--- src/rtl/core/dms_pkg.sv ---
package dms_pkg;

  // Operating modes, shared by requests, state and results.
  typedef enum logic [1:0] {
    MODE_STANDBY  = 2'd0,
    MODE_ONROAD   = 2'd1,
    MODE_OFFROAD  = 2'd2,
    MODE_SAFESTOP = 2'd3
  } mode_t;

  // Pending transition direction.
  typedef enum logic [1:0] {
    TR_NONE   = 2'd0,
    TR_TO_OFF = 2'd1,
    TR_TO_ON  = 2'd2
  } trans_t;

  // Selected planning source.
  typedef enum logic [1:0] {
    ROUTE_STOP = 2'd0,
    ROUTE_ON   = 2'd1,
    ROUTE_OFF  = 2'd2
  } route_t;

  // Item kinds.
  typedef enum logic {
    CMD_REQUEST = 1'b0,
    CMD_UPDATE  = 1'b1
  } cmd_t;

  // Reason codes reported with each result word.
  typedef enum logic [3:0] {
    RSN_NONE          = 4'd0,
    RSN_NO_LOC        = 4'd1,
    RSN_AWAIT_SOURCE  = 4'd2,
    RSN_OFF_TO_ON     = 4'd3,
    RSN_OFF_NO_FALLBK = 4'd4,
    RSN_ON_STAY_OFF   = 4'd5,
    RSN_ON_NO_FALLBK  = 4'd6,
    RSN_ON_LOST       = 4'd7,
    RSN_OFF_LOST      = 4'd8,
    RSN_UNSUPPORTED   = 4'd9,
    RSN_ALREADY       = 4'd10,
    RSN_STARTED       = 4'd11
  } reason_t;

  // Register map.
  localparam int unsigned PADDR_W = 5;
  localparam int unsigned PDATA_W = 32;
  localparam logic [2:0] REG_AGE_LIMIT   = 3'd0;
  localparam logic [2:0] REG_TRANS_LIMIT = 3'd1;
  localparam logic [2:0] REG_POS_LIMIT   = 3'd2;
  localparam logic [2:0] REG_YAW_LIMIT   = 3'd3;
  localparam logic [2:0] REG_VEL_LIMIT   = 3'd4;
  localparam logic [2:0] REG_STARTUP_OFF = 3'd5;

  // Reset values of the registers.
  localparam logic [15:0] RST_AGE_LIMIT   = 16'd500;
  localparam logic [15:0] RST_TRANS_LIMIT = 16'd3000;
  localparam logic [15:0] RST_POS_LIMIT   = 16'd20;
  localparam logic [31:0] RST_POS_LIM_SQ  = 32'd400;
  localparam logic [11:0] RST_YAW_LIMIT   = 12'd114;
  localparam logic [11:0] RST_VEL_LIMIT   = 12'd20;

  // Packed pose layout.
  localparam int unsigned POS_W = 20;
  localparam int unsigned YAW_W = 12;
  localparam int unsigned VEL_W = 12;
  localparam int unsigned SQ_W  = 2 * POS_W;

  // Queue between the classifier and the state machine.
  localparam int unsigned QUEUE_DEPTH = 4;
  localparam int unsigned QPTR_W      = 2;

  typedef struct packed {
    logic [15:0] age_limit;
    logic [15:0] trans_limit;
    logic [15:0] pos_limit;
    logic [11:0] yaw_limit;
    logic [11:0] vel_limit;
    logic        startup_offroad;
  } cfg_t;

  // A classified input word as the back end consumes it.
  typedef struct packed {
    cmd_t        cmd;
    mode_t       target;
    logic        force_req;
    logic [31:0] now_ms;
    logic        ego_valid;
    logic        on_ok;
    logic        off_ok;
    logic        on_cont;
    logic        off_cont;
  } item_t;

  // One result word.
  typedef struct packed {
    logic    accepted;
    mode_t   mode;
    trans_t  trans;
    mode_t   requested;
    route_t  route;
    logic    offroad_active;
    reason_t reason;
  } result_t;

endpackage

--- src/rtl/core/dms_queue.sv ---
module dms_queue (
  input  logic           clk,
  input  logic           rst,
  input  logic           push,
  input  dms_pkg::item_t push_item,
  output logic           full,
  input  logic           pop,
  output logic           empty,
  output dms_pkg::item_t head_item
);
  import dms_pkg::*;

  item_t             slots [QUEUE_DEPTH];
  logic [QPTR_W-1:0] wr_ptr;
  logic [QPTR_W-1:0] rd_ptr;
  logic [QPTR_W:0]   count;

  assign full      = (count == (QPTR_W+1)'(QUEUE_DEPTH));
  assign empty     = (count == '0);
  assign head_item = slots[rd_ptr];

  // Pointers and fill count.
  always_ff @(posedge clk) begin
    if (rst) begin
      wr_ptr <= '0;
      rd_ptr <= '0;
      count  <= '0;
    end else begin
      if (push) begin
        wr_ptr <= wr_ptr + 1'b1;
      end
      if (pop) begin
        rd_ptr <= rd_ptr + 1'b1;
      end
      if (push && !pop) begin
        count <= count + 1'b1;
      end else if (pop && !push) begin
        count <= count - 1'b1;
      end
    end
  end

  // Slot storage.
  always_ff @(posedge clk) begin
    if (push) begin
      slots[wr_ptr] <= push_item;
    end
  end

endmodule

--- config.mk ---
export PLATFORM = sky130hd
export DESIGN_NAME = dms_queue
export DESIGN_NICKNAME = d
export VERILOG_FILES = /design/src/rtl/core/dms_pkg.sv /design/src/rtl/core/dms_queue.sv
export SDC_FILE = /design/constraint.sdc
export NUM_CORES = 1
export LEC_CHECK = 0
export BUFFER_PORTS_ARGS = -buffer_cell sky130_fd_sc_hd__buf_2
export CAP_MARGIN = 25
export CELL_PAD_IN_SITES_DETAIL_PLACEMENT = 0
export CELL_PAD_IN_SITES_GLOBAL_PLACEMENT = 1
export CORE_ASPECT_RATIO = 1.75
export CORE_UTILIZATION = 30
export CTS_BUF_LIST = sky130_fd_sc_hd__clkbuf_4 sky130_fd_sc_hd__clkbuf_8
export DETAILED_ROUTE_END_ITERATION = 6
export PLACE_DENSITY_LB_ADDON = 0.1
export SYNTH_ARGS = -nofsm -noshare
export SYNTH_HDL_FRONTEND = slang
export SYNTH_SLANG_ARGS = --single-unit
--- constraint.sdc ---
create_clock -name clk -period 2.01 [get_ports clk]
set_clock_uncertainty 0.2 [all_clocks]
set_input_delay 0.201 -clock clk [delete_from_list [all_inputs] [get_ports clk]]
set_output_delay 0.201 -clock clk [all_outputs]
set_load 0.02 [all_outputs]
==> results.md <==
- The run finished, with violations left.
- The checks that failed: negative setup slack.
- The area growth from synthesis to layout is 28.8%.
- The worst pin sits at a relative slew slack of 77.3%.
- The delay of the slowest cell on the worst path is 0.53 ns.
- Along the worst path, the maximum fanout reaches 15.
- The area of the mapped netlist is 0.00640 sq mm.
- Synthesis inferred roughly 170 register bits.
- The netlist uses 23 different library cells.
- The number of fill cells is 1953.
- For this configuration, the core starts out at a cell density of around 31%.
- The die covers about 0.022 sq mm.
- The floorplan has 70 rows.
- The count of inserted antenna diode cells is 0.
- The layout net count is between 400 and 500.
- The final-layout setup total negative slack is -6.49 ns.
- The sequential fraction of the synthesis area is roughly 80%.
- After global routing the overflow that remains totals 0.
- CTS built an H-tree with a depth of 4.
- The later pin in the worst-skew pair is clocked with a latency of 0.46 ns.
- The via count is 3103.
- IR analysis of the VDD net gives a maximum drop of 0.000571 V.
- The routability-driven placement congestion ratio is 0.644.
- The remaining design rule violation count is 0.
- The clock drives 173 sinks.
- The number of failing setup endpoints in the final timing report is 41.
- The floorplan die height is between 150 and 200 um.
- In this run, CTS created clock tree buffers numbering 17.
- The post-route antenna net violation count is 0.
- The aggregate global-route resource usage is 12.8%.
- Synthesis handed over a netlist of roughly 260 instances.
- CTS placed an instance of sky130_fd_sc_hd__clkbuf_8 at the clock tree root.
- The final wirelength is 13000 um.
- The die width is 112 um.
- The ratio of final minimum period to clock period is 110%.
- The critical path data required time is around 1.6 ns.
- In this run, the number of DRC markers left after iteration 0 of detailed routing was 145.
- The tool flagged a number of max-cap violations equal to 0.
- For this design the ratio of total power to cell area is just under 1000 mW/mm^2.
- For the pin with the worst max-slew slack, the measured transition is 0.341 ns.
- Synthesis produced a netlist with a net count of 310.
- Using the TritonRoute via totals, the vias-per-cell ratio works out to approximately 4.5.
- The sort of element at the start of the critical path is a register.
- Walking the worst path, the cells encountered are buf_12, mux4_2, buf_2.
- After clock tree synthesis, the clock-pin slew on the worst setup and hold paths is approximately 0.09 ns.
- The largest buffer count on any clock path is 2.
- After detailed placement, the total cell area comes to 0.00723 sq mm.
- The initial antenna violation count is 0.
- The total count of hold-check failures in the final report is 0.
- The number of synthesis warnings is 0.
- At the worst endpoint, the arrival time is 1.80 ns.
- The number of top-level pins is 88.
- The static leakage power is 2.82 nW.
- The type of the setup path with the least slack is register to output port.
- The path class of the tightest hold or removal check is input port to register.
- Entering global routing, the biggest net connects 42 pins.
- Setup slack on the critical path of the routed design comes to -0.192 ns.
- In the final layout, the share of cells above drive strength 1 is a little over two fifths.
- Before antenna repair, the detailed router went through 4 iterations.
- TritonCTS built the clock tree.
- The via count of the first global-routing pass is 3427.
- The wire length of the first global-routing pass is 20000 um.
- During placement, the flow inserted port buffers numbering 87.
- After routing the design area is just over 0.008 sq mm.
- The number of pins exceeding their max-slew limit in the final report is 0.
- The total area inside the core boundary comes to around 0.021 sq mm.
- Each instance of the synthesized netlist takes up on average 24.7 sq um.
- The wire length per cell after detailed routing is between 15 and 20 um.
- Setup repair after global routing could not meet its margin everywhere.
- The time the worst path needs with I/O delays and setup is about 2.2 ns.
- The slowest stage of the critical path is the sky130_fd_sc_hd__mux4_2 cell.
- The endpoint type of the worst setup path is an output port.
- Timing would allow up to roughly 450 MHz.
- The total half-perimeter wirelength after legalization and detailed placement is 7990 um.
state kept, by name (all words and copies together), names as in the netlist, named ones only:
register / flops
rd_ptr: 2
wr_ptr: 2
count: 3
slots: 164
repair_timing:
action / 4_1_cts / 5_1_grt
setup endpoints to repair: 41 / 41
cloned: 0 / 1
buffers inserted: 2 / 2
gates resized for setup: 18 / 5
hold endpoints to repair: 173 / 0
hold buffers: 44 / 0
synthesized netlist by cell type, drive strengths merged:
master,instances,area [sq um]
mux4,41,927
or3,1,6.26
edfxtp,164,4920
o21ai,1,5.00
mux2i,2,20.0
dfxtp,9,180
clkbuf,1,3.75
nor3,1,5.00
a21oi,1,5.00
fa,1,20.0
buf,10,115
nor3b,1,7.51
xor2,3,26.3
and2,4,25.0
xnor2,2,17.5
nand2,1,3.75
inv,4,15.0
nor2,7,26.3
ha,5,62.6
layout make-up:
class                   count  area (sq um)  area share (%)
flip-flops and latches    173          5110            62.0
repair buffers            150          1190            14.5
multi-input cells          71          1160            14.1
clock inverters            15           213            2.58
clock buffers              17           234            2.84
inverters                   4          15.0           0.182
well taps                 252           315            3.83
layer usage:
metal | track usage [%] | vias up | wire, um
li1 | - | 1391 | -
met1 | 14.1 | 1637 | 5300
met2 | 22.7 | 62 | 7080
met3 | 3.79 | 13 | 426
met4 | 5.78 | 0 | 237
met5 | 0 | - | 0
power breakdown:
group          total (mW)  switching (mW)  internal [mW]
Combinational        1.07           0.562          0.506
Clock                2.67            1.30           1.37
Sequential           4.19          0.0596           4.13
Total                7.93            1.92           6.01
layout by cell type, fill, tap and decap left out, types with 7 or more instances in the layout:
cell type / n
sky130_fd_sc_hd__dfxtp_1: 7
sky130_fd_sc_hd__edfxtp_1: 164
sky130_fd_sc_hd__buf_6: 11
sky130_fd_sc_hd__clkbuf_8: 17
sky130_fd_sc_hd__buf_12: 7
sky130_fd_sc_hd__buf_2: 76
sky130_fd_sc_hd__mux4_2: 41
sky130_fd_sc_hd__buf_4: 10
sky130_fd_sc_hd__dlygate4sd3_1: 44
sky130_fd_sc_hd__nor2_1: 7
per-stage QoR:
step                power, mW  hold WS [ns]  instances  util [%]  worst slack (ns)
global route             8.26         0.249        682      39.4            -0.302
floorplan                4.86        0.0999        259         -             0.309
detailed placement       5.23         0.222        601      34.5             0.130
finish                   7.93         0.290        682      39.4            -0.192
CTS                      8.04         0.251        679      39.1            -0.266
global placement         5.22         0.213        601      34.5             0.159
logic make-up after synthesis:
logic type      share of synthesized area (%)
flops                                    79.8
mux                                      14.8
buf+inv                                  2.09
simple gates                             1.15
fa+ha+maj                                1.29
xor+xnor                                0.685
compound gates                          0.156
worst paths after layout:
| kind | endpoint | slack (ns) | depth (start not counted) | startpoint |
|---|---|---|---|---|
| max | head_item[4] | -0.19 | 3 | register |
| min | slots[3][23] | 0.29 | 2 | push_item[23] |
| max reg2reg | slots[2][12] | 0.24 | 4 | wr_ptr[0] |
| min reg2reg | rd_ptr[1] | 0.34 | 2 | rd_ptr[1] |
critical path, delay by kind of cell (launching register included):
kind,cells,cell delay [ns]
buf+inv,2,0.37
flops,1,0.42
mux,1,0.53
Power figures use the tool's default switching activity.
