<file path="config.mk">
export PLATFORM = sky130hd
export DESIGN_NAME = dms_cfg
export DESIGN_NICKNAME = d
export VERILOG_FILES = /design/src/rtl/core/dms_pkg.sv /design/src/rtl/core/dms_cfg.sv
export SDC_FILE = /design/constraint.sdc
export NUM_CORES = 1
export LEC_CHECK = 0
export ABC_AREA = 1
export BUFFER_PORTS_ARGS = -buffer_cell sky130_fd_sc_hd__buf_2
export CORE_UTILIZATION = 29
export DETAILED_ROUTE_END_ITERATION = 8
export PLACE_DENSITY = 0.54
export SYNTH_ARGS = -nofsm -noshare
export SYNTH_HDL_FRONTEND = slang
export SYNTH_SLANG_ARGS = --single-unit
</file>
<file path="constraint.sdc">
create_clock -name clk -period 1.5 [get_ports clk]
set_clock_uncertainty 0.2 [all_clocks]
set_input_delay 0.225 -clock clk [delete_from_list [all_inputs] [get_ports clk]]
set_output_delay 0.225 -clock clk [all_outputs]
set_load 0.005 [all_outputs]
</file>
<file path="src/rtl/core/dms_pkg.sv">
package dms_pkg;

  // Operating modes, shared by requests, state and results.
  typedef enum logic [1:0] {
    MODE_STANDBY  = 2'd0,
    MODE_ONROAD   = 2'd1,
    MODE_OFFROAD  = 2'd2,
    MODE_SAFESTOP = 2'd3
  } mode_t;

  // Pending transition direction.
  typedef enum logic [1:0] {
    TR_NONE   = 2'd0,
    TR_TO_OFF = 2'd1,
    TR_TO_ON  = 2'd2
  } trans_t;

  // Selected planning source.
  typedef enum logic [1:0] {
    ROUTE_STOP = 2'd0,
    ROUTE_ON   = 2'd1,
    ROUTE_OFF  = 2'd2
  } route_t;

  // Item kinds.
  typedef enum logic {
    CMD_REQUEST = 1'b0,
    CMD_UPDATE  = 1'b1
  } cmd_t;

  // Reason codes reported with each result word.
  typedef enum logic [3:0] {
    RSN_NONE          = 4'd0,
    RSN_NO_LOC        = 4'd1,
    RSN_AWAIT_SOURCE  = 4'd2,
    RSN_OFF_TO_ON     = 4'd3,
    RSN_OFF_NO_FALLBK = 4'd4,
    RSN_ON_STAY_OFF   = 4'd5,
    RSN_ON_NO_FALLBK  = 4'd6,
    RSN_ON_LOST       = 4'd7,
    RSN_OFF_LOST      = 4'd8,
    RSN_UNSUPPORTED   = 4'd9,
    RSN_ALREADY       = 4'd10,
    RSN_STARTED       = 4'd11
  } reason_t;

  // Register map.
  localparam int unsigned PADDR_W = 5;
  localparam int unsigned PDATA_W = 32;
  localparam logic [2:0] REG_AGE_LIMIT   = 3'd0;
  localparam logic [2:0] REG_TRANS_LIMIT = 3'd1;
  localparam logic [2:0] REG_POS_LIMIT   = 3'd2;
  localparam logic [2:0] REG_YAW_LIMIT   = 3'd3;
  localparam logic [2:0] REG_VEL_LIMIT   = 3'd4;
  localparam logic [2:0] REG_STARTUP_OFF = 3'd5;

  // Reset values of the registers.
  localparam logic [15:0] RST_AGE_LIMIT   = 16'd500;
  localparam logic [15:0] RST_TRANS_LIMIT = 16'd3000;
  localparam logic [15:0] RST_POS_LIMIT   = 16'd20;
  localparam logic [31:0] RST_POS_LIM_SQ  = 32'd400;
  localparam logic [11:0] RST_YAW_LIMIT   = 12'd114;
  localparam logic [11:0] RST_VEL_LIMIT   = 12'd20;

  // Packed pose layout.
  localparam int unsigned POS_W = 20;
  localparam int unsigned YAW_W = 12;
  localparam int unsigned VEL_W = 12;
  localparam int unsigned SQ_W  = 2 * POS_W;

  // Queue between the classifier and the state machine.
  localparam int unsigned QUEUE_DEPTH = 4;
  localparam int unsigned QPTR_W      = 2;

  typedef struct packed {
    logic [15:0] age_limit;
    logic [15:0] trans_limit;
    logic [15:0] pos_limit;
    logic [11:0] yaw_limit;
    logic [11:0] vel_limit;
    logic        startup_offroad;
  } cfg_t;

  // A classified input word as the back end consumes it.
  typedef struct packed {
    cmd_t        cmd;
    mode_t       target;
    logic        force_req;
    logic [31:0] now_ms;
    logic        ego_valid;
    logic        on_ok;
    logic        off_ok;
    logic        on_cont;
    logic        off_cont;
  } item_t;

  // One result word.
  typedef struct packed {
    logic    accepted;
    mode_t   mode;
    trans_t  trans;
    mode_t   requested;
    route_t  route;
    logic    offroad_active;
    reason_t reason;
  } result_t;

endpackage

</file>
<file path="src/rtl/core/dms_cfg.sv">
module dms_cfg (
  input  logic                         clk,
  input  logic                         rst,
  input  logic                         psel,
  input  logic                         penable,
  input  logic                         pwrite,
  input  logic [dms_pkg::PADDR_W-1:0]  paddr,
  input  logic [dms_pkg::PDATA_W-1:0]  pwdata,
  output logic [dms_pkg::PDATA_W-1:0]  prdata,
  output logic                         pready,
  output dms_pkg::cfg_t                cfg
);
  import dms_pkg::*;

  logic [2:0] idx;
  logic       wr_en;

  assign pready = 1'b1;
  assign idx    = paddr[PADDR_W-1:2];
  assign wr_en  = psel && penable && pwrite;

  // Register writes; addresses past the last register are ignored.
  always_ff @(posedge clk) begin
    if (rst) begin
      cfg.age_limit       <= RST_AGE_LIMIT;
      cfg.trans_limit     <= RST_TRANS_LIMIT;
      cfg.pos_limit       <= RST_POS_LIMIT;
      cfg.yaw_limit       <= RST_YAW_LIMIT;
      cfg.vel_limit       <= RST_VEL_LIMIT;
      cfg.startup_offroad <= 1'b0;
    end else if (wr_en) begin
      case (idx)
        REG_AGE_LIMIT:   cfg.age_limit       <= pwdata[15:0];
        REG_TRANS_LIMIT: cfg.trans_limit     <= pwdata[15:0];
        REG_POS_LIMIT:   cfg.pos_limit       <= pwdata[15:0];
        REG_YAW_LIMIT:   cfg.yaw_limit       <= pwdata[11:0];
        REG_VEL_LIMIT:   cfg.vel_limit       <= pwdata[11:0];
        REG_STARTUP_OFF: cfg.startup_offroad <= pwdata[0];
        default: ;
      endcase
    end
  end

  // Read mux.
  always_comb begin
    case (idx)
      REG_AGE_LIMIT:   prdata = {16'b0, cfg.age_limit};
      REG_TRANS_LIMIT: prdata = {16'b0, cfg.trans_limit};
      REG_POS_LIMIT:   prdata = {16'b0, cfg.pos_limit};
      REG_YAW_LIMIT:   prdata = {20'b0, cfg.yaw_limit};
      REG_VEL_LIMIT:   prdata = {20'b0, cfg.vel_limit};
      REG_STARTUP_OFF: prdata = {31'b0, cfg.startup_offroad};
      default:         prdata = '0;
    endcase
  end

endmodule

</file>
==> flow_results.xml <==
<?xml version="1.0" encoding="UTF-8"?>
<metrics>
  <group name="timing">
    <metric name="layout_setup_ws" unit="ns">-0.0521</metric>
    <metric name="number_of_hold_slack_violations_in_the_final_timing_report" unit="">0</metric>
    <metric name="setup_viol" unit="">6</metric>
    <metric name="grt_setup_unrepaired" unit="">yes</metric>
    <metric name="finalSetupTns" unit="ns">-0.206</metric>
    <metric name="report.final.slew_viol_count" unit="">0</metric>
    <metric name="post-route-min-period" unit="ns">1.55</metric>
    <metric name="fmax" unit="GHz">0.644</metric>
    <metric name="min_period_over_period" unit="">1.03</metric>
  </group>
  <group name="final_layout">
    <metric name="registers.top_by_ff_count" unit="">cfg</metric>
    <metric name="areaGrowthSynthToFinish" unit="%">45.9</metric>
    <metric name="post_route_non_filler_standard_cell_count" unit="">940</metric>
    <metric name="largest_reg_flops" unit="">73</metric>
    <metric name="post-route-util" unit="">0.440</metric>
    <metric name="multi_input_area" unit="mm^2">0.00200</metric>
    <metric name="nets" unit="">805</metric>
    <metric name="sequential_cell_area" unit="mm^2">0.00150</metric>
    <metric name="drive_gt1_frac" unit="">0.363</metric>
    <metric name="most-common-layout-cells" unit="">154 x sky130_fd_sc_hd__nand2_1, 129 x sky130_fd_sc_hd__nor2_1, 111 x sky130_fd_sc_hd__buf_2, 78 x sky130_fd_sc_hd__nand3_1, 58 x sky130_fd_sc_hd__buf_4</metric>
    <metric name="reg_top3" unit="">cfg: 73 flops</metric>
    <metric name="antennaDiodeCount" unit="">0</metric>
    <metric name="fillers" unit="">1364</metric>
    <metric name="final_common_cell" unit="">sky130_fd_sc_hd__nand2_1</metric>
  </group>
  <group name="die">
    <metric name="boundaryPins" unit="">148</metric>
    <metric name="floorplan.rows" unit="">41</metric>
    <metric name="placeableCoreArea" unit="mm^2">0.0128</metric>
    <metric name="die-height" unit="um">118</metric>
    <metric name="die_area" unit="mm^2">0.0138</metric>
    <metric name="dieWidth" unit="um">118</metric>
    <metric name="floorplan.initialDensity" unit="">0.302</metric>
  </group>
  <group name="routing">
    <metric name="route.antenna.remaining_nets" unit="">0</metric>
    <metric name="drt_iter0_markers" unit="">276</metric>
    <metric name="drc" unit="">0</metric>
    <metric name="routed_wirelength" unit="um">13600</metric>
    <metric name="routed-via-count" unit="">4286</metric>
    <metric name="vias_per_cell" unit="">4.56</metric>
    <metric name="drt_pass_1_iters" unit="">5</metric>
    <metric name="post_drt_wl_per_cell" unit="um">14.4</metric>
  </group>
  <group name="synthesis">
    <metric name="synth-seq-cells" unit="">73</metric>
    <metric name="post_synth_instance_area" unit="mm^2">0.00387</metric>
    <metric name="synth_cells" unit="">589</metric>
    <metric name="yosysWarnings" unit="">0</metric>
    <metric name="seq_area_frac_synth" unit="">0.378</metric>
    <metric name="netlist.top_cell.by_area" unit="">sky130_fd_sc_hd__dfxtp_1</metric>
    <metric name="syn_avg_cell_area" unit="um^2">6.57</metric>
    <metric name="synth_top_cells_by_area" unit="">sky130_fd_sc_hd__dfxtp_1 38%, sky130_fd_sc_hd__nand2_1 16%, sky130_fd_sc_hd__nor2_1 13%</metric>
    <metric name="synth.lib_cells_used.distinct" unit="">23</metric>
    <metric name="synth_top_area_share" unit="">0.378</metric>
  </group>
  <group name="critical_path">
    <metric name="worst-path-max-fanout" unit="">6</metric>
    <metric name="worst_r2r_path_depth" unit="">3</metric>
    <metric name="req_time_crit_path" unit="ns">1.07</metric>
    <metric name="kind_of_start_point_of_the_critical_path" unit="">input pin</metric>
    <metric name="timing.critical_path.arrival" unit="ns">1.13</metric>
    <metric name="critPathKind" unit="">in -&gt; out</metric>
    <metric name="worstSetupEndpointType" unit="">output port</metric>
  </group>
  <group name="cts">
    <metric name="cts_made_buffers" unit="">9</metric>
    <metric name="cts.sinks" unit="">73</metric>
    <metric name="clkTransAtPathRegs" unit="ns">0.06</metric>
    <metric name="tritoncts" unit="">done</metric>
    <metric name="cts_max_level" unit="">3</metric>
    <metric name="cts.root.buffer_cell" unit="">sky130_fd_sc_hd__clkbuf_16</metric>
    <metric name="cts_max_path_buffers" unit="">2</metric>
    <metric name="clk_latency" unit="ns">0.32</metric>
  </group>
  <group name="power_and_ir_drop">
    <metric name="power.sequential.fraction" unit="">0.400</metric>
    <metric name="clockPowerShare" unit="">0.475</metric>
    <metric name="max-vdd-ir-drop" unit="V">0.000526</metric>
    <metric name="power_per_cell_area" unit="mW/mm^2">878</metric>
    <metric name="power.switching_fraction" unit="">0.237</metric>
    <metric name="switching_power" unit="uW">1180</metric>
    <metric name="share_comb_of_total_power" unit="">0.125</metric>
    <metric name="p_leak" unit="uW">0.00288</metric>
    <metric name="p_int" unit="uW">3780</metric>
  </group>
  <group name="status">
    <metric name="outcome" unit="">complete, but fails checks</metric>
    <metric name="failing_checks" unit="">negative setup slack</metric>
  </group>
  <group name="worst_hold_path">
    <metric name="timing.hold.worst_path_depth" unit="">5</metric>
    <metric name="min_path_type" unit="">in -&gt; reg</metric>
  </group>
  <group name="placement">
    <metric name="place_inst" unit="">882</metric>
    <metric name="pre_cts_worst_setup_slack" unit="ns">-0.209</metric>
    <metric name="place.port_buffers" unit="">112</metric>
    <metric name="routabilityCongestion" unit="">0.844</metric>
    <metric name="detailedPlacementHpwl" unit="um">9130</metric>
  </group>
  <group name="grt">
    <metric name="all_layer_gr_usage" unit="">0.197</metric>
    <metric name="grt.overflow.total" unit="">0</metric>
    <metric name="pin_count_of_the_biggest_net_entering_global_routing" unit="">74</metric>
    <metric name="vias_in_the_first_global_route" unit="">3899</metric>
    <metric name="wire_length_of_the_first_global_routing_pass" unit="um">21200</metric>
    <metric name="antenna_found_initial" unit="">0</metric>
  </group>
  <group name="run">
    <metric name="maxCapViolations" unit="">0</metric>
  </group>
</metrics>
## synthesized netlist by cell type
| library cell | n |
|---|---|
| sky130_fd_sc_hd__nand2_4 | 2 |
| sky130_fd_sc_hd__buf_12 | 1 |
| sky130_fd_sc_hd__nor2_1 | 136 |
| sky130_fd_sc_hd__nor2_4 | 7 |
| sky130_fd_sc_hd__nand3_4 | 3 |
| sky130_fd_sc_hd__buf_2 | 7 |
| sky130_fd_sc_hd__nand4_1 | 14 |
| sky130_fd_sc_hd__inv_1 | 41 |
| sky130_fd_sc_hd__clkinv_4 | 1 |
| sky130_fd_sc_hd__nand3_1 | 81 |
| sky130_fd_sc_hd__a21oi_1 | 4 |
| sky130_fd_sc_hd__nand2_2 | 1 |
| sky130_fd_sc_hd__nand3_2 | 1 |
| sky130_fd_sc_hd__buf_6 | 9 |
| sky130_fd_sc_hd__nor2_8 | 1 |
| sky130_fd_sc_hd__inv_2 | 3 |
| sky130_fd_sc_hd__buf_1 | 5 |
| sky130_fd_sc_hd__conb_1 | 2 |
| sky130_fd_sc_hd__dfxtp_1 | 73 |
| sky130_fd_sc_hd__buf_4 | 26 |
| sky130_fd_sc_hd__clkbuf_1 | 3 |
| sky130_fd_sc_hd__nor2_2 | 1 |
| sky130_fd_sc_hd__nand2_1 | 167 |
## logic make-up (layout without fill, tap and decap cells)
group           Yosys count  after routing  synth area share
compound gates            4              4           0.00517
buf+inv                  96            260             0.144
flops                    73             73             0.378
other cells               2             17           0.00194
simple gates            414            414             0.472
## power by group through the flow
stage	Combinational [uW]	Clock, uW	Sequential [uW]
after floorplan	327	0	2030
after global placement	504	0	2030
after detailed placement	508	0	2030
after CTS	609	2400	1990
after global routing	676	2500	1990
final	621	2350	1990
## metal layers
metal  share of wire  wire length (um)  track usage  vias up
met1            0.44              6040        0.251     1959
met2            0.46              6290        0.322      169
met3           0.073               989       0.0557       19
met5               0                 0            0        -
met4           0.019               254       0.0569        0
li1                -                 -            -     2139
## per-stage QoR
stage          cell area (um^2)  hold WS [ns]  total power [uW]
5_1_grt                    5650        0.0518              5160
4_1_cts                    5550        0.0410              5000
3_3_place_gp               4760         0.254              2530
3_5_place_dp               4760         0.258              2540
2_1_floorplan              3930         0.151              2350
6_report                   5650        0.0482              4960
## worst paths after layout
check                           startpoint         end  slack [ns]
worst max-delay path              paddr[4]  prdata[11]       -0.05
worst max register to register     cfg[42]     cfg[42]        0.61
worst min-delay path            pwdata[15]     cfg[56]        0.05
worst min register to register     cfg[63]     cfg[63]        0.27
## final cells by class
class / count / area share
clock buffers: 14 / 0.0468
clock inverters: 2 / 0.0106
inverters: 45 / 0.0335
multi-input cells: 435 / 0.354
flip-flops and latches: 73 / 0.265
well taps: 172 / 0.0381
repair buffers: 199 / 0.252
## worst max-delay path, stage by stage
cell	delay, ns
sky130_fd_sc_hd__buf_8	0.09
sky130_fd_sc_hd__clkinv_8	0.06
sky130_fd_sc_hd__buf_4	0.15
sky130_fd_sc_hd__nor2_8	0.13
sky130_fd_sc_hd__buf_6	0.13
sky130_fd_sc_hd__nand2_1	0.06
sky130_fd_sc_hd__nand2_2	0.07
sky130_fd_sc_hd__inv_2	0.04
sky130_fd_sc_hd__nand2_2	0.05
sky130_fd_sc_hd__buf_2	0.12
## what timing repair did
action                                  4_1_cts  5_1_grt
gates cloned                                  2        0
endpoints found under the setup margin       16       18
gates resized for setup                      44       41
pin swaps                                    15       26
endpoints found under the hold margin        21        0
setup buffers                                24        7
hold buffers                                 10        0
No activity file was read; power rests on OpenSTA's default activity.
