[src/rtl/core/dms_pkg.sv]
package dms_pkg;

  // Operating modes, shared by requests, state and results.
  typedef enum logic [1:0] {
    MODE_STANDBY  = 2'd0,
    MODE_ONROAD   = 2'd1,
    MODE_OFFROAD  = 2'd2,
    MODE_SAFESTOP = 2'd3
  } mode_t;

  // Pending transition direction.
  typedef enum logic [1:0] {
    TR_NONE   = 2'd0,
    TR_TO_OFF = 2'd1,
    TR_TO_ON  = 2'd2
  } trans_t;

  // Selected planning source.
  typedef enum logic [1:0] {
    ROUTE_STOP = 2'd0,
    ROUTE_ON   = 2'd1,
    ROUTE_OFF  = 2'd2
  } route_t;

  // Item kinds.
  typedef enum logic {
    CMD_REQUEST = 1'b0,
    CMD_UPDATE  = 1'b1
  } cmd_t;

  // Reason codes reported with each result word.
  typedef enum logic [3:0] {
    RSN_NONE          = 4'd0,
    RSN_NO_LOC        = 4'd1,
    RSN_AWAIT_SOURCE  = 4'd2,
    RSN_OFF_TO_ON     = 4'd3,
    RSN_OFF_NO_FALLBK = 4'd4,
    RSN_ON_STAY_OFF   = 4'd5,
    RSN_ON_NO_FALLBK  = 4'd6,
    RSN_ON_LOST       = 4'd7,
    RSN_OFF_LOST      = 4'd8,
    RSN_UNSUPPORTED   = 4'd9,
    RSN_ALREADY       = 4'd10,
    RSN_STARTED       = 4'd11
  } reason_t;

  // Register map.
  localparam int unsigned PADDR_W = 5;
  localparam int unsigned PDATA_W = 32;
  localparam logic [2:0] REG_AGE_LIMIT   = 3'd0;
  localparam logic [2:0] REG_TRANS_LIMIT = 3'd1;
  localparam logic [2:0] REG_POS_LIMIT   = 3'd2;
  localparam logic [2:0] REG_YAW_LIMIT   = 3'd3;
  localparam logic [2:0] REG_VEL_LIMIT   = 3'd4;
  localparam logic [2:0] REG_STARTUP_OFF = 3'd5;

  // Reset values of the registers.
  localparam logic [15:0] RST_AGE_LIMIT   = 16'd500;
  localparam logic [15:0] RST_TRANS_LIMIT = 16'd3000;
  localparam logic [15:0] RST_POS_LIMIT   = 16'd20;
  localparam logic [31:0] RST_POS_LIM_SQ  = 32'd400;
  localparam logic [11:0] RST_YAW_LIMIT   = 12'd114;
  localparam logic [11:0] RST_VEL_LIMIT   = 12'd20;

  // Packed pose layout.
  localparam int unsigned POS_W = 20;
  localparam int unsigned YAW_W = 12;
  localparam int unsigned VEL_W = 12;
  localparam int unsigned SQ_W  = 2 * POS_W;

  // Queue between the classifier and the state machine.
  localparam int unsigned QUEUE_DEPTH = 4;
  localparam int unsigned QPTR_W      = 2;

  typedef struct packed {
    logic [15:0] age_limit;
    logic [15:0] trans_limit;
    logic [15:0] pos_limit;
    logic [11:0] yaw_limit;
    logic [11:0] vel_limit;
    logic        startup_offroad;
  } cfg_t;

  // A classified input word as the back end consumes it.
  typedef struct packed {
    cmd_t        cmd;
    mode_t       target;
    logic        force_req;
    logic [31:0] now_ms;
    logic        ego_valid;
    logic        on_ok;
    logic        off_ok;
    logic        on_cont;
    logic        off_cont;
  } item_t;

  // One result word.
  typedef struct packed {
    logic    accepted;
    mode_t   mode;
    trans_t  trans;
    mode_t   requested;
    route_t  route;
    logic    offroad_active;
    reason_t reason;
  } result_t;

endpackage

[src/rtl/core/dms_back.sv]
module dms_back (
  input  logic             clk,
  input  logic             rst,
  input  dms_pkg::cfg_t    cfg,
  input  logic             q_empty,
  output logic             pop,
  input  dms_pkg::item_t   head,
  output logic             out_valid,
  input  logic             out_stall,
  output dms_pkg::result_t result
);
  import dms_pkg::*;

  // Supervisor state.
  mode_t       current_mode;
  trans_t      pending_transition;
  mode_t       wanted_mode;
  logic [31:0] transition_start;
  logic        force_pending;

  mode_t       current_mode_next;
  trans_t      pending_transition_next;
  mode_t       wanted_mode_next;
  logic [31:0] transition_start_next;
  logic        force_pending_next;
  result_t     result_next;

  logic        held;
  logic        to_off;
  logic        tgt_ok;
  logic        alt_ok;
  logic        tgt_cont;
  logic [31:0] elapsed;

  // A word is taken whenever the output register is free or being emptied.
  assign pop = !q_empty && (!out_valid || !out_stall);

  always_comb begin
    current_mode_next       = current_mode;
    pending_transition_next = (pending_transition == TR_TO_OFF ||
                               pending_transition == TR_TO_ON) ? pending_transition : TR_NONE;
    wanted_mode_next        = wanted_mode;
    transition_start_next   = transition_start;
    force_pending_next      = force_pending;

    result_next.accepted       = 1'b1;
    result_next.trans          = TR_NONE;
    result_next.route          = ROUTE_STOP;
    result_next.offroad_active = 1'b0;
    result_next.reason         = RSN_NONE;

    held     = 1'b0;
    to_off   = 1'b0;
    tgt_ok   = 1'b0;
    alt_ok   = 1'b0;
    tgt_cont = 1'b0;
    elapsed  = head.now_ms - transition_start;

    if (head.cmd == CMD_REQUEST) begin
      // Mode request: only on-road and off-road are supported targets.
      if (head.target != MODE_ONROAD && head.target != MODE_OFFROAD) begin
        result_next.accepted = 1'b0;
        result_next.reason   = RSN_UNSUPPORTED;
      end else begin
        wanted_mode_next = head.target;
        if (head.target == current_mode && pending_transition_next == TR_NONE) begin
          result_next.reason = RSN_ALREADY;
        end else begin
          pending_transition_next = (head.target == MODE_OFFROAD) ? TR_TO_OFF : TR_TO_ON;
          transition_start_next   = head.now_ms;
          force_pending_next      = head.force_req;
          result_next.reason      = RSN_STARTED;
        end
      end
      result_next.trans = pending_transition_next;
    end else begin
      // Localization loss drops to standby; standby leaves once a source is usable.
      if (!head.ego_valid) begin
        current_mode_next       = MODE_STANDBY;
        pending_transition_next = TR_NONE;
        result_next.reason      = RSN_NO_LOC;
        held                    = 1'b1;
      end else if (current_mode_next == MODE_STANDBY &&
                   pending_transition_next == TR_NONE) begin
        if (cfg.startup_offroad && head.off_ok) begin
          current_mode_next = MODE_OFFROAD;
          wanted_mode_next  = MODE_OFFROAD;
        end else if (head.on_ok) begin
          current_mode_next = MODE_ONROAD;
          wanted_mode_next  = MODE_ONROAD;
        end else begin
          result_next.reason = RSN_AWAIT_SOURCE;
          held               = 1'b1;
        end
      end

      // Pending transition: commit, time out, or keep waiting.
      if (!held && pending_transition_next != TR_NONE) begin
        to_off   = (pending_transition_next == TR_TO_OFF);
        tgt_ok   = to_off ? head.off_ok : head.on_ok;
        alt_ok   = to_off ? head.on_ok : head.off_ok;
        tgt_cont = to_off ? head.off_cont : head.on_cont;
        if (tgt_ok && (force_pending || tgt_cont)) begin
          current_mode_next       = to_off ? MODE_OFFROAD : MODE_ONROAD;
          pending_transition_next = TR_NONE;
          force_pending_next      = 1'b0;
        end else if (elapsed > {16'b0, cfg.trans_limit}) begin
          pending_transition_next = TR_NONE;
          force_pending_next      = 1'b0;
          if (alt_ok) begin
            current_mode_next  = to_off ? MODE_ONROAD : MODE_OFFROAD;
            wanted_mode_next   = to_off ? MODE_ONROAD : MODE_OFFROAD;
            result_next.reason = to_off ? RSN_OFF_TO_ON : RSN_ON_STAY_OFF;
          end else begin
            current_mode_next  = MODE_SAFESTOP;
            result_next.reason = to_off ? RSN_OFF_NO_FALLBK : RSN_ON_NO_FALLBK;
          end
        end else begin
          result_next.trans          = pending_transition_next;
          result_next.offroad_active = 1'b1;
          held                       = 1'b1;
          if (current_mode_next == MODE_ONROAD && head.on_ok) begin
            result_next.route = ROUTE_ON;
          end else if (current_mode_next == MODE_OFFROAD && head.off_ok) begin
            result_next.route = ROUTE_OFF;
          end
        end
      end

      // Steady source check.
      if (!held) begin
        if (current_mode_next == MODE_ONROAD) begin
          if (head.on_ok) begin
            result_next.route = ROUTE_ON;
          end else begin
            current_mode_next  = MODE_SAFESTOP;
            result_next.reason = RSN_ON_LOST;
          end
        end else if (current_mode_next == MODE_OFFROAD) begin
          if (head.off_ok) begin
            result_next.route          = ROUTE_OFF;
            result_next.offroad_active = 1'b1;
          end else begin
            current_mode_next  = MODE_SAFESTOP;
            result_next.reason = RSN_OFF_LOST;
          end
        end
      end
    end

    result_next.mode      = current_mode_next;
    result_next.requested = wanted_mode_next;
  end

  // State registers.
  always_ff @(posedge clk) begin
    if (rst) begin
      current_mode       <= MODE_STANDBY;
      pending_transition <= TR_NONE;
      wanted_mode        <= MODE_STANDBY;
      transition_start   <= '0;
      force_pending      <= 1'b0;
    end else if (pop) begin
      current_mode       <= current_mode_next;
      pending_transition <= pending_transition_next;
      wanted_mode        <= wanted_mode_next;
      transition_start   <= transition_start_next;
      force_pending      <= force_pending_next;
    end
  end

  // Output register.
  always_ff @(posedge clk) begin
    if (rst) begin
      out_valid <= 1'b0;
    end else if (pop) begin
      out_valid <= 1'b1;
    end else if (!out_stall) begin
      out_valid <= 1'b0;
    end
  end

  always_ff @(posedge clk) begin
    if (pop) begin
      result <= result_next;
    end
  end

endmodule

[config.mk]
export PLATFORM = sky130hd
export DESIGN_NAME = dms_back
export DESIGN_NICKNAME = d
export VERILOG_FILES = /design/src/rtl/core/dms_pkg.sv /design/src/rtl/core/dms_back.sv
export SDC_FILE = /design/constraint.sdc
export NUM_CORES = 1
export LEC_CHECK = 0
export BUFFER_PORTS_ARGS = -buffer_cell sky130_fd_sc_hd__buf_4
export CAP_MARGIN = 20
export CORE_MARGIN = 3
export CORE_UTILIZATION = 55
export DETAILED_ROUTE_END_ITERATION = 10
export HOLD_SLACK_MARGIN = 0.08
export PLACE_DENSITY = 0.87
export SLEW_MARGIN = 20
export SYNTH_ARGS = -nofsm -noshare
export SYNTH_HDL_FRONTEND = slang
export SYNTH_SLANG_ARGS = --single-unit
[constraint.sdc]
create_clock -name clk -period 13.15 [get_ports clk]
set_clock_uncertainty 0.1 [all_clocks]
set_input_delay 1.9725 -clock clk [delete_from_list [all_inputs] [get_ports clk]]
set_output_delay 1.9725 -clock clk [all_outputs]
set_load 0.1 [all_outputs]
==> results.md <==
* Top-level I/O count at 134
* Instance count of the mapped netlist at between 600 and 700
* Crit Path Category: input pin to flop
* Async set-or-reset flop fraction in the synthesized netlist at 0%
* Number of global-route vias before repair at 4688
* Starting DRC count in detailed routing at ~270
* Leakage at 2.32 nW
* Layout fillers at between 700 and 800
* GP Congestion at 0.926
* Core footprint at 0.00885 mm2
* Distinct cells, synth at 69
* Root buffer selected by CTS: clkbuf_8
* Area of the multi-input gates at approximately 0.0035 mm2
* Clock buffer count from CTS at 5
* Avg WL per Cell at 15.2 um
* Final total power at about 0.50 mW
* CP Capture Type: flop
* Setup repair bufs after CTS at 0
* Horizontal die dimension at just over 100 um
* Total grt overflow at 0
* RSZ-0062 raised after global routing: false
* Maximum number of pins on one net before global-route repair at 42
* Tcrit/Tclk final at 57.7%
* Average footprint of a synthesized cell at 7.33 um2
* Post-synthesis cell type with the largest combined area: dfxtp_1
* Combined global-route utilization of all metal layers at 24.9%
* Maximum root-to-sink buffer count at 2
* Hold-fix buffers at CTS at 0
* Final number of setup-violating endpoints at 0
* Number of gates resized after cts at 0
* Pwr/cell area at 86.3 mW/mm2
* Reg-to-reg critical path startpoint: transition_start[1]$_SDFFE_PP0P_
* P&R area growth vs syn at 13.6%
* Layout cells sized above 1 at between 15 and 20%
* Antenna Nets Post-Route at 0
* Worst Tran Pin Value at 0.911 ns
* Worst voltage drop across the vdd grid at 0.0529 mV
* Data arrival time of the worst path at approximately 7.6 ns
* Number of vias after detailed routing at 5246
* Proportion of netlist area held by the largest area contributor at roughly 16%
* WHS Path Cells at 2
* Inserted Diodes at 0
* Worst flop-to-flop path endpoint: result[12]$_DFFE_PP_
* R2R cell count at 22
* Initial standard-cell utilization of the core at between 50% and 60%
* DRT Wirelength at between 10 and 15 mm
* Wire length of the first global-routing pass at 21.5 mm
* Count of non-filler cells in the finished layout at 854
* Clock slew at the register clock pins of the worst setup and hold paths at 0.11 ns
* Die outline area at 0.0104 mm2
* Post-route DRC at 0
* Final slew viol count at 0
* FF+latch area at around 0.0012 mm2
* Synthesized area at 0.00509 mm2
* Required time worst endpoint at 13.13 ns
* Worst Setup Start Kind: input pin
* Launch point of the worst hold path: transition_start[20]$_SDFFE_PP0P_
* Yosys warnings at 0
* Number of nets in the synthesized netlist at 863
* Result of the run: finished, final reports clean
* Detailed Place HPWL at 10.2 mm
* CTS H-tree lvls at 2
* Via density per instance at 6.14
* Achievable clock frequency at 0.132 GHz
* Hold Path Class: flop to flop
* Dominant cells by area after synthesis: dfxtp_1, ha_1, nand2_1, edfxtp_1, a21oi_1
* Overall die height at 102 um
* Yosys reg bits at between 50 and 60
* CP Max Fanout at 11
* Number of max-capacitance violations reported at 0
* Sequential cell area fraction in the yosys report at 24.0%
* Worst Hold Path EP: transition_start[20]$_SDFFE_PP0P_
* CTS tree: built
* Final setup TNS at 0 ns
* Post-placement cell count at around 850
* Port Buffers at 77
* Clk sinks at 54
* Latest clock arrival within the worst-skew pair at ~0.32 ns
* Post-layout nets at around 910
* Drt first pass iters at 5
* Cell Rows at 34
* Commonest non-fill, non-tap cell in the layout: nand2_1
* Fin. Hold Viols at 0
* Slew margin rel. at 39.0%
* Initial antenna violation count at 0
* Commonest non-fill, non-tap cells in the layout: nand2_1, a21oi_1, buf_4
* Main synth FF type: dfxtp_1
* Minimum clock period after layout at 7.59 ns
* Count of flip-flops with a built-in enable after synthesis at 14
* Setup slack of the worst register-to-register path at 6.89 ns
-- cell usage after synthesis, types with 6 or more instances --
master and number:
a211oi_1 7, a21o_1 12, a21oi_1 81, a31oi_1 8
and2_1 7, and3_1 7, clkbuf_1 32, dfxtp_1 40
edfxtp_1 14, ha_1 50, inv_1 64, nand2_1 121
nand3_1 15, nand4_1 11, nor2_1 37, nor3_1 10
o21a_1 7, o21ai_0 36, o21bai_1 6, xnor2_1 13
xor2_1 6
-- logic make-up (layout without fill, tap and decap cells) --
kind of cell	after synthesis	in the layout	synth area share (%)
buffers and inverters	100	152	7.47
AND/OR/NAND/NOR	246	246	23.0
adder cells (fa/ha/maj)	51	51	12.7
AO/OA/AOI/OAI	216	216	27.9
XOR/XNOR	19	19	3.27
multiplexers	8	8	1.72
flip-flops	54	54	24.0
-- worst max-delay path by stage --
stage                  from                   end  slack, ns  cells after the start
finish              head[5]  result[12]$_DFFE_PP_       5.56                     21
global route        head[5]  result[12]$_DFFE_PP_       5.19                     23
CTS                 head[5]  result[12]$_DFFE_PP_       5.62                     23
detailed placement  head[5]  result[12]$_DFFE_PP_       5.28                     23
global placement    head[6]  result[12]$_DFFE_PP_       5.40                     22
floorplan           head[5]  result[12]$_DFFE_PP_       6.38                     23
-- area by class of cell --
cell class,instances,share of cell area (%)
multi-input combinational,540,60.4
sequential,54,21.1
timing repair buffer,79,10.3
inverter,65,4.22
tap,108,2.34
clock buffer,5,1.19
clock inverter,3,0.454
-- critical path, stage by stage --
cell       delay (ns)
buf_4            0.08
inv_1            0.03
ha_1             0.22
fa_1             0.42
nor2b_1          0.19
o2111ai_1        0.21
a21oi_1          0.40
nor2_1           0.09
xnor2_1          0.21
ha_1             0.30
a21oi_1          0.16
nand2_1          0.07
a221oi_1         0.26
o21ai_0          0.16
a2bb2oi_1        0.20
a2111o_1         0.41
or4_4            0.56
nor3_2           0.77
mux2i_2          0.47
a2bb2oi_1        0.30
a21oi_1          0.10
-- flip-flops by register name (all words and copies together) (netlist names) --
name / cells
pending_transition: 2
transition_start: 32
out_valid: 1
wanted_mode: 2
current_mode: 2
force_pending: 1
result: 14
-- per-layer routing --
| metal | GRT usage [%] | up-vias | wire (um) |
|---|---|---|---|
| met5 | 0 | - | 0 |
| met4 | 5.45 | 0 | 140 |
| met3 | 4.16 | 18 | 821 |
| met2 | 40.5 | 198 | 5960 |
| met1 | 34.7 | 2434 | 6070 |
| li1 | - | 2596 | - |
-- report_power, final --
part	switching (mW)	total, mW	leakage, nW	internal [mW]
Combinational	0.134	0.212	1.80	0.0783
Sequential	0.00464	0.185	0.463	0.180
Clock	0.0628	0.102	0.0491	0.0394
Total	0.201	0.499	2.32	0.298
-- through the flow --
step,setup slack [ns],instance area (um2),hold slack [ns],utilization [%]
2_1_floorplan,6.38,5090,0.336,-
3_3_place_gp,5.40,5680,0.342,64.2
3_5_place_dp,5.28,5680,0.346,64.2
4_1_cts,5.62,5780,0.361,65.3
5_1_grt,5.19,5780,0.378,65.3
6_report,5.56,5780,0.360,65.3
No activity file was read; power rests on OpenSTA's default activity.
