===== src/rtl/core/dms_pkg.sv =====
package dms_pkg;

  // Operating modes, shared by requests, state and results.
  typedef enum logic [1:0] {
    MODE_STANDBY  = 2'd0,
    MODE_ONROAD   = 2'd1,
    MODE_OFFROAD  = 2'd2,
    MODE_SAFESTOP = 2'd3
  } mode_t;

  // Pending transition direction.
  typedef enum logic [1:0] {
    TR_NONE   = 2'd0,
    TR_TO_OFF = 2'd1,
    TR_TO_ON  = 2'd2
  } trans_t;

  // Selected planning source.
  typedef enum logic [1:0] {
    ROUTE_STOP = 2'd0,
    ROUTE_ON   = 2'd1,
    ROUTE_OFF  = 2'd2
  } route_t;

  // Item kinds.
  typedef enum logic {
    CMD_REQUEST = 1'b0,
    CMD_UPDATE  = 1'b1
  } cmd_t;

  // Reason codes reported with each result word.
  typedef enum logic [3:0] {
    RSN_NONE          = 4'd0,
    RSN_NO_LOC        = 4'd1,
    RSN_AWAIT_SOURCE  = 4'd2,
    RSN_OFF_TO_ON     = 4'd3,
    RSN_OFF_NO_FALLBK = 4'd4,
    RSN_ON_STAY_OFF   = 4'd5,
    RSN_ON_NO_FALLBK  = 4'd6,
    RSN_ON_LOST       = 4'd7,
    RSN_OFF_LOST      = 4'd8,
    RSN_UNSUPPORTED   = 4'd9,
    RSN_ALREADY       = 4'd10,
    RSN_STARTED       = 4'd11
  } reason_t;

  // Register map.
  localparam int unsigned PADDR_W = 5;
  localparam int unsigned PDATA_W = 32;
  localparam logic [2:0] REG_AGE_LIMIT   = 3'd0;
  localparam logic [2:0] REG_TRANS_LIMIT = 3'd1;
  localparam logic [2:0] REG_POS_LIMIT   = 3'd2;
  localparam logic [2:0] REG_YAW_LIMIT   = 3'd3;
  localparam logic [2:0] REG_VEL_LIMIT   = 3'd4;
  localparam logic [2:0] REG_STARTUP_OFF = 3'd5;

  // Reset values of the registers.
  localparam logic [15:0] RST_AGE_LIMIT   = 16'd500;
  localparam logic [15:0] RST_TRANS_LIMIT = 16'd3000;
  localparam logic [15:0] RST_POS_LIMIT   = 16'd20;
  localparam logic [31:0] RST_POS_LIM_SQ  = 32'd400;
  localparam logic [11:0] RST_YAW_LIMIT   = 12'd114;
  localparam logic [11:0] RST_VEL_LIMIT   = 12'd20;

  // Packed pose layout.
  localparam int unsigned POS_W = 20;
  localparam int unsigned YAW_W = 12;
  localparam int unsigned VEL_W = 12;
  localparam int unsigned SQ_W  = 2 * POS_W;

  // Queue between the classifier and the state machine.
  localparam int unsigned QUEUE_DEPTH = 4;
  localparam int unsigned QPTR_W      = 2;

  typedef struct packed {
    logic [15:0] age_limit;
    logic [15:0] trans_limit;
    logic [15:0] pos_limit;
    logic [11:0] yaw_limit;
    logic [11:0] vel_limit;
    logic        startup_offroad;
  } cfg_t;

  // A classified input word as the back end consumes it.
  typedef struct packed {
    cmd_t        cmd;
    mode_t       target;
    logic        force_req;
    logic [31:0] now_ms;
    logic        ego_valid;
    logic        on_ok;
    logic        off_ok;
    logic        on_cont;
    logic        off_cont;
  } item_t;

  // One result word.
  typedef struct packed {
    logic    accepted;
    mode_t   mode;
    trans_t  trans;
    mode_t   requested;
    route_t  route;
    logic    offroad_active;
    reason_t reason;
  } result_t;

endpackage


===== src/rtl/core/dms_front.sv =====
module dms_front (
  input  logic           clk,
  input  logic           rst,
  input  dms_pkg::cfg_t  cfg,
  input  logic           in_valid,
  output logic           in_stall,
  input  logic           cmd,
  input  logic [1:0]     target_mode,
  input  logic           force_req,
  input  logic [31:0]    now_ms,
  input  logic           ego_valid,
  input  logic [63:0]    ego_pose,
  input  logic [1:0]     onroad_flags,
  input  logic [15:0]    onroad_age_ms,
  input  logic [63:0]    onroad_start,
  input  logic [1:0]     offroad_flags,
  input  logic [15:0]    offroad_age_ms,
  input  logic [63:0]    offroad_start,
  input  logic           q_full,
  output logic           push,
  output dms_pkg::item_t push_item
);
  import dms_pkg::*;

  // Absolute difference of two signed 20-bit coordinates.
  function automatic logic [POS_W-1:0] abs_diff(input logic [POS_W-1:0] a,
                                                input logic [POS_W-1:0] b);
    logic [POS_W:0] d;
    logic [POS_W:0] n;
    d = {a[POS_W-1], a} - {b[POS_W-1], b};
    n = -d;
    return d[POS_W] ? n[POS_W-1:0] : d[POS_W-1:0];
  endfunction

  // Heading and speed parts of the continuity check.
  function automatic logic yaw_vel_ok(input logic [63:0] ego, input logic [63:0] src,
                                      input logic [11:0] yaw_lim,
                                      input logic [11:0] vel_lim);
    logic [YAW_W-1:0] dyaw;
    logic [YAW_W:0]   wrap;
    logic [YAW_W-1:0] ygap;
    logic [VEL_W:0]   dv;
    logic [VEL_W:0]   ndv;
    logic [VEL_W-1:0] vgap;
    dyaw = ego[51:40] - src[51:40];
    wrap = 13'd4096 - {1'b0, dyaw};
    ygap = (dyaw <= 12'd2048) ? dyaw : wrap[YAW_W-1:0];
    dv   = {ego[63], ego[63:52]} - {src[63], src[63:52]};
    ndv  = -dv;
    vgap = dv[VEL_W] ? ndv[VEL_W-1:0] : dv[VEL_W-1:0];
    return (ygap <= yaw_lim) && (vgap <= vel_lim);
  endfunction

  logic             adv1;
  logic             adv2;
  logic [31:0]      lim_sq;

  // Stage one: differences and cheap checks.
  logic             s1_valid;
  item_t            s1_item;
  logic [POS_W-1:0] s1_adx_on;
  logic [POS_W-1:0] s1_ady_on;
  logic [POS_W-1:0] s1_adx_off;
  logic [POS_W-1:0] s1_ady_off;
  logic             s1_yv_on;
  logic             s1_yv_off;

  // Stage two: squares.
  logic             s2_valid;
  item_t            s2_item;
  logic [SQ_W-1:0]  s2_sqx_on;
  logic [SQ_W-1:0]  s2_sqy_on;
  logic [SQ_W-1:0]  s2_sqx_off;
  logic [SQ_W-1:0]  s2_sqy_off;
  logic             s2_yv_on;
  logic             s2_yv_off;

  logic [SQ_W:0]    d2_on;
  logic [SQ_W:0]    d2_off;

  // A stage moves when it is empty or the next stage moves; the last word waits while the queue is full.
  assign adv2     = !s2_valid || !q_full;
  assign adv1     = !s1_valid || adv2;
  assign in_stall = !adv1;

  // Squared position limit, kept beside the limit register.
  always_ff @(posedge clk) begin
    if (rst) begin
      lim_sq <= RST_POS_LIM_SQ;
    end else begin
      lim_sq <= 32'(cfg.pos_limit) * 32'(cfg.pos_limit);
    end
  end

  always_ff @(posedge clk) begin
    if (rst) begin
      s1_valid <= 1'b0;
      s2_valid <= 1'b0;
    end else begin
      if (adv1) begin
        s1_valid <= in_valid;
      end
      if (adv2) begin
        s2_valid <= s1_valid;
      end
    end
  end

  // Stage one payload.
  always_ff @(posedge clk) begin
    if (adv1) begin
      s1_item.cmd       <= cmd_t'(cmd);
      s1_item.target    <= mode_t'(target_mode);
      s1_item.force_req <= force_req;
      s1_item.now_ms    <= now_ms;
      s1_item.ego_valid <= ego_valid;
      s1_item.on_ok     <= (onroad_flags == 2'b11) && (onroad_age_ms <= cfg.age_limit);
      s1_item.off_ok    <= (offroad_flags == 2'b11) && (offroad_age_ms <= cfg.age_limit);
      s1_item.on_cont   <= 1'b0;
      s1_item.off_cont  <= 1'b0;
      s1_adx_on  <= abs_diff(ego_pose[19:0], onroad_start[19:0]);
      s1_ady_on  <= abs_diff(ego_pose[39:20], onroad_start[39:20]);
      s1_adx_off <= abs_diff(ego_pose[19:0], offroad_start[19:0]);
      s1_ady_off <= abs_diff(ego_pose[39:20], offroad_start[39:20]);
      s1_yv_on   <= yaw_vel_ok(ego_pose, onroad_start, cfg.yaw_limit, cfg.vel_limit);
      s1_yv_off  <= yaw_vel_ok(ego_pose, offroad_start, cfg.yaw_limit, cfg.vel_limit);
    end
  end

  // Stage two payload: one square per multiplier.
  always_ff @(posedge clk) begin
    if (adv2) begin
      s2_item    <= s1_item;
      s2_sqx_on  <= SQ_W'(s1_adx_on) * SQ_W'(s1_adx_on);
      s2_sqy_on  <= SQ_W'(s1_ady_on) * SQ_W'(s1_ady_on);
      s2_sqx_off <= SQ_W'(s1_adx_off) * SQ_W'(s1_adx_off);
      s2_sqy_off <= SQ_W'(s1_ady_off) * SQ_W'(s1_ady_off);
      s2_yv_on   <= s1_yv_on;
      s2_yv_off  <= s1_yv_off;
    end
  end

  // Distance compare and hand-off to the queue.
  assign d2_on  = {1'b0, s2_sqx_on} + {1'b0, s2_sqy_on};
  assign d2_off = {1'b0, s2_sqx_off} + {1'b0, s2_sqy_off};
  assign push   = s2_valid && !q_full;

  always_comb begin
    push_item          = s2_item;
    push_item.on_cont  = (d2_on <= {9'b0, lim_sq}) && s2_yv_on;
    push_item.off_cont = (d2_off <= {9'b0, lim_sq}) && s2_yv_off;
  end

endmodule


===== config.mk =====
export PLATFORM = sky130hd
export DESIGN_NAME = dms_front
export DESIGN_NICKNAME = d
export VERILOG_FILES = /design/src/rtl/core/dms_pkg.sv /design/src/rtl/core/dms_front.sv
export SDC_FILE = /design/constraint.sdc
export NUM_CORES = 2
export LEC_CHECK = 0
export BUFFER_PORTS_ARGS = -buffer_cell sky130_fd_sc_hd__buf_2
export CAP_MARGIN = 10
export CORE_MARGIN = 1.5
export CORE_UTILIZATION = 59
export CTS_BUF_LIST = sky130_fd_sc_hd__clkbuf_8 sky130_fd_sc_hd__clkbuf_16
export CTS_CLUSTER_DIAMETER = 100
export DETAILED_ROUTE_END_ITERATION = 8
export GPL_TIMING_DRIVEN = 0
export PLACE_DENSITY_LB_ADDON = 0.15
export SKIP_LAST_GASP = 1
export SLEW_MARGIN = 20
export SYNTH_ARGS = -nofsm -noshare
export SYNTH_HDL_FRONTEND = slang
export SYNTH_SLANG_ARGS = --single-unit

===== constraint.sdc =====
create_clock -name clk -period 9.6 [get_ports clk]
set_clock_uncertainty 0.2 [all_clocks]
set_input_delay 0.48 -clock clk [delete_from_list [all_inputs] [get_ports clk]]
set_output_delay 0.48 -clock clk [all_outputs]
set_load 0.05 [all_outputs]

==> run_results.csv <==
group,metric,value,unit
drt,vias,60200,
logic_synthesis,yosys.area_share.adder,49.1,%
global_route,antenna_found_initial,18,
global_route,grt_pass1_vias,63400,
drt,routedWlPerCell,18.8,µm
global_route,grt_max_degree,54,
logic_synthesis,synth-seq-cells,351,
timing,clock.fmax,109,MHz
clocking,numClockSinks,351,
logic_synthesis,synth_top_area_share,32.3,%
worst_setup_path,critPathArrivalTime,9.26,ns
timing,drv_slew,0,
logic_synthesis,seq_area_frac_synth,12.8,%
logic_synthesis,synth_area_leaders,"fa_1, ha_1, edfxtp_1",
clocking,postCtsSetupBuffers,0,
logic_synthesis,synth-simple-area-share,12.4,%
placed_design,hpwl,175,mm
status,violations,"design-rule violations",
logic_synthesis,synth_nets,11200,
clocking,clock_latency,0.63,ns
timing,worst_pin_slew,0.930,ns
timing,rsz0062_at_grt,"no",
logic_synthesis,synth_compound_area_share,9.76,%
drt,drtIter0Drc,3745,
flow_run,cap_violations,0,
drt,dr.pass1.iters,9,
floorplanning,chipWidth,370,µm
global_route,grt_pass1_wl,329,mm
drt,via_per_inst,5.56,
logic_synthesis,yosys_warnings,0,
placed_design,io_buffers,366,
placed_design,gp_congestion,0.968,
floorplanning,initial_utilization,59.5,%
clocking,cts_tree,"yes",
timing,fin_crit,9.15,ns
global_route,grt.total_usage,30.6,%
logic_synthesis,synth_top_cell_by_area,"fa_1",
timing,fin_crit_sh,95.3,%
logic_synthesis,synth_edf_count,318,
logic_synthesis,synth.most_common_cell,"inv_1",
logic_synthesis,syn_area,79500,µm²
placed_design,dpl_cell_area,83700,µm²
timing,finalHoldViolCount,0,
logic_synthesis,synthMuxAreaShare,0.296,%
layout,synthToLayoutAreaGrowth,7.69,%
logic_synthesis,synth.top_cells.by_count,"inv_1, fa_1, ha_1, nand2_1, xnor2_1",
timing,slew_headroom,38.0,%
status,status,"complete, but fails checks",
floorplanning,core,134000,µm²
timing,tns,0,ns
worst_setup_path,cp.required,9.72,ns
logic_synthesis,yosys.cell_types.count,106,
clocking,clock_path_buffers,3,
layout,design_area,85600,µm²
logic_synthesis,post_synth_xor_area_fraction,5.52,%
layout,layout-drive-gt1-share,5.92,%
floorplanning,die_area,137000,µm²
worst_setup_path,crit_path_max_fanout,10,
clocking,clk_pin_slew,0.06,ns
drt,postRouteWirelength,204,mm
floorplanning,ios,385,
worst_setup_path,crit_path_start_kind,"register",
clocking,cts_max_level,2,
logic_synthesis,synth_ff_type,"edfxtp_1",
logic_synthesis,synth_area_per_cell,9.30,µm²
logic_synthesis,synthArstFlopShare,0,%
clocking,numCtsBuffers,43,
worst_setup_path,crit_path_end_kind,"register",
logic_synthesis,synth_top_family_by_area,"adder cells",
drt,final_antenna_net_count,0,
clocking,cts-root-buf,"clkbuf_16",
timing,finalSetupViolCount,0,
logic_synthesis,synthCells,8555,
drt,drc,26,
layout,nets,11700,
worst_setup_path,criticalPathCategory,"register to register",
floorplanning,rows,134,
global_route,gr-total-overflow,0,
min_path,hold_path.class,"input port to register",
floorplanning,die_h,370,µm
routing by layer:
layer | vias to the layer above | share of wire (%) | track usage [%]
li1 | 28200 | - | -
met1 | 29700 | 41 | 40.7
met2 | 1898 | 48 | 51.7
met3 | 336 | 7.4 | 4.65
met4 | 12 | 2.9 | 8.65
met5 | - | 0.034 | 0
state kept, by name (all words and copies together) (netlist names):
signal / count
lim_sq: 31
push_item: 39
s1_adx_off: 20
s1_adx_on: 20
s1_ady_off: 20
s1_ady_on: 20
s1_item: 39
s1_valid: 1
s1_yv_off: 1
s1_yv_on: 1
s2_sqx_off: 39
s2_sqx_on: 39
s2_sqy_off: 39
s2_sqy_on: 39
s2_valid: 1
s2_yv_off: 1
s2_yv_on: 1
logic make-up (layout without fill, tap and decap cells):
kind of cell               after synthesis  after routing
AOI/OAI and AO/OA                     1189           1189
buffers and inverters                 2135           2629
adders and majority gates             2353           2353
xor gates and xnor gates               501            501
other                                    0             10
DFF                                    351            351
and+or+nand+nor                       2004           2004
muxes                                   22             22
worst paths after layout:
kind	endpoint	cells after the start	slack, ns	start
worst max-delay path	s2_sqx_on[38]	22	0.45	s1_adx_on[13]
worst min-delay path	s1_item[2]	3	0.03	offroad_flags[0]
worst max register to register	s2_sqx_on[38]	22	0.45	s1_adx_on[13]
worst min register to register	push_item[28]	0	0.21	s1_item[28]
placed cells by master (no fill, tap or decap), types with 11 or more instances in the layout:
master / n
inv_1: 1918
fa_1: 1284
ha_1: 1065
nand2_1: 712
buf_2: 371
xnor2_1: 352
a21oi_1: 351
and2_1: 351
nor2_1: 344
edfxtp_1: 318
clkbuf_1: 209
a21o_1: 191
o21ai_0: 166
xor2_1: 149
nor3_1: 97
nand3_1: 91
nor2b_1: 76
nand2b_1: 70
nand4_1: 57
o21ai_1: 55
o21bai_1: 55
o21a_1: 52
a31oi_1: 46
a211oi_1: 46
clkbuf_16: 45
dlygate4sd3_1: 42
and3_1: 37
dfxtp_1: 33
or2_2: 29
or3_1: 29
o211ai_1: 24
o31ai_1: 23
nor4_1: 22
nor3b_1: 17
nand3b_1: 15
a2111oi_0: 14
o2111ai_1: 13
a31o_2: 13
o31a_1: 11
metrics by stage:
| step | utilization (%) | cells | worst slack [ns] | hold WS [ns] |
|---|---|---|---|---|
| floorplan | - | 8555 | 2.28 | 0.200 |
| global placement | 62.5 | 10700 | 0.441 | 0.200 |
| detailed placement | 62.7 | 10700 | 0.458 | 0.205 |
| CTS | 64.1 | 10800 | 0.379 | 0.00383 |
| global route | 64.1 | 10800 | 0.141 | 0.0434 |
| finish | 64.1 | 10800 | 0.454 | 0.0347 |
critical path, stage by stage, from the launching register on:
cell	delay [ns]
edfxtp_1	0.39
clkbuf_1	0.59
clkbuf_1	0.70
nand2_1	0.26
fa_1	0.58
fa_1	0.54
fa_1	0.53
inv_1	0.06
fa_1	0.55
fa_1	0.43
fa_1	0.47
fa_1	0.42
ha_1	0.25
a21o_1	0.20
a21o_1	0.17
a21o_1	0.18
a21o_1	0.18
a211o_1	0.29
a41oi_1	0.44
a21oi_1	0.20
o2111a_1	0.31
or2_1	0.29
a311oi_2	0.61
cell type report:
| cell class | count | area (µm²) |
|---|---|---|
| antenna | 10 | 25.0 |
| tap | 1768 | 2210 |
| fill | 11200 | 48000 |
| sequential | 351 | 10200 |
| clock inverter | 33 | 285 |
| multi-input combinational | 6069 | 61300 |
| buffer | 224 | 870 |
| inverter | 1911 | 7170 |
| timing repair buffer | 414 | 2400 |
| clock buffer | 47 | 1150 |
what timing repair did:
| item | CTS | global route |
|---|---|---|
| gates resized for setup | 0 | 10 |
| endpoints found under the hold margin | 41 | 0 |
| endpoints found under the setup margin | 0 | 3 |
| hold buffers | 42 | 0 |
Power is not shown: default switching activity piles up to over one toggle a cycle in this logic, so the estimate is an artifact.
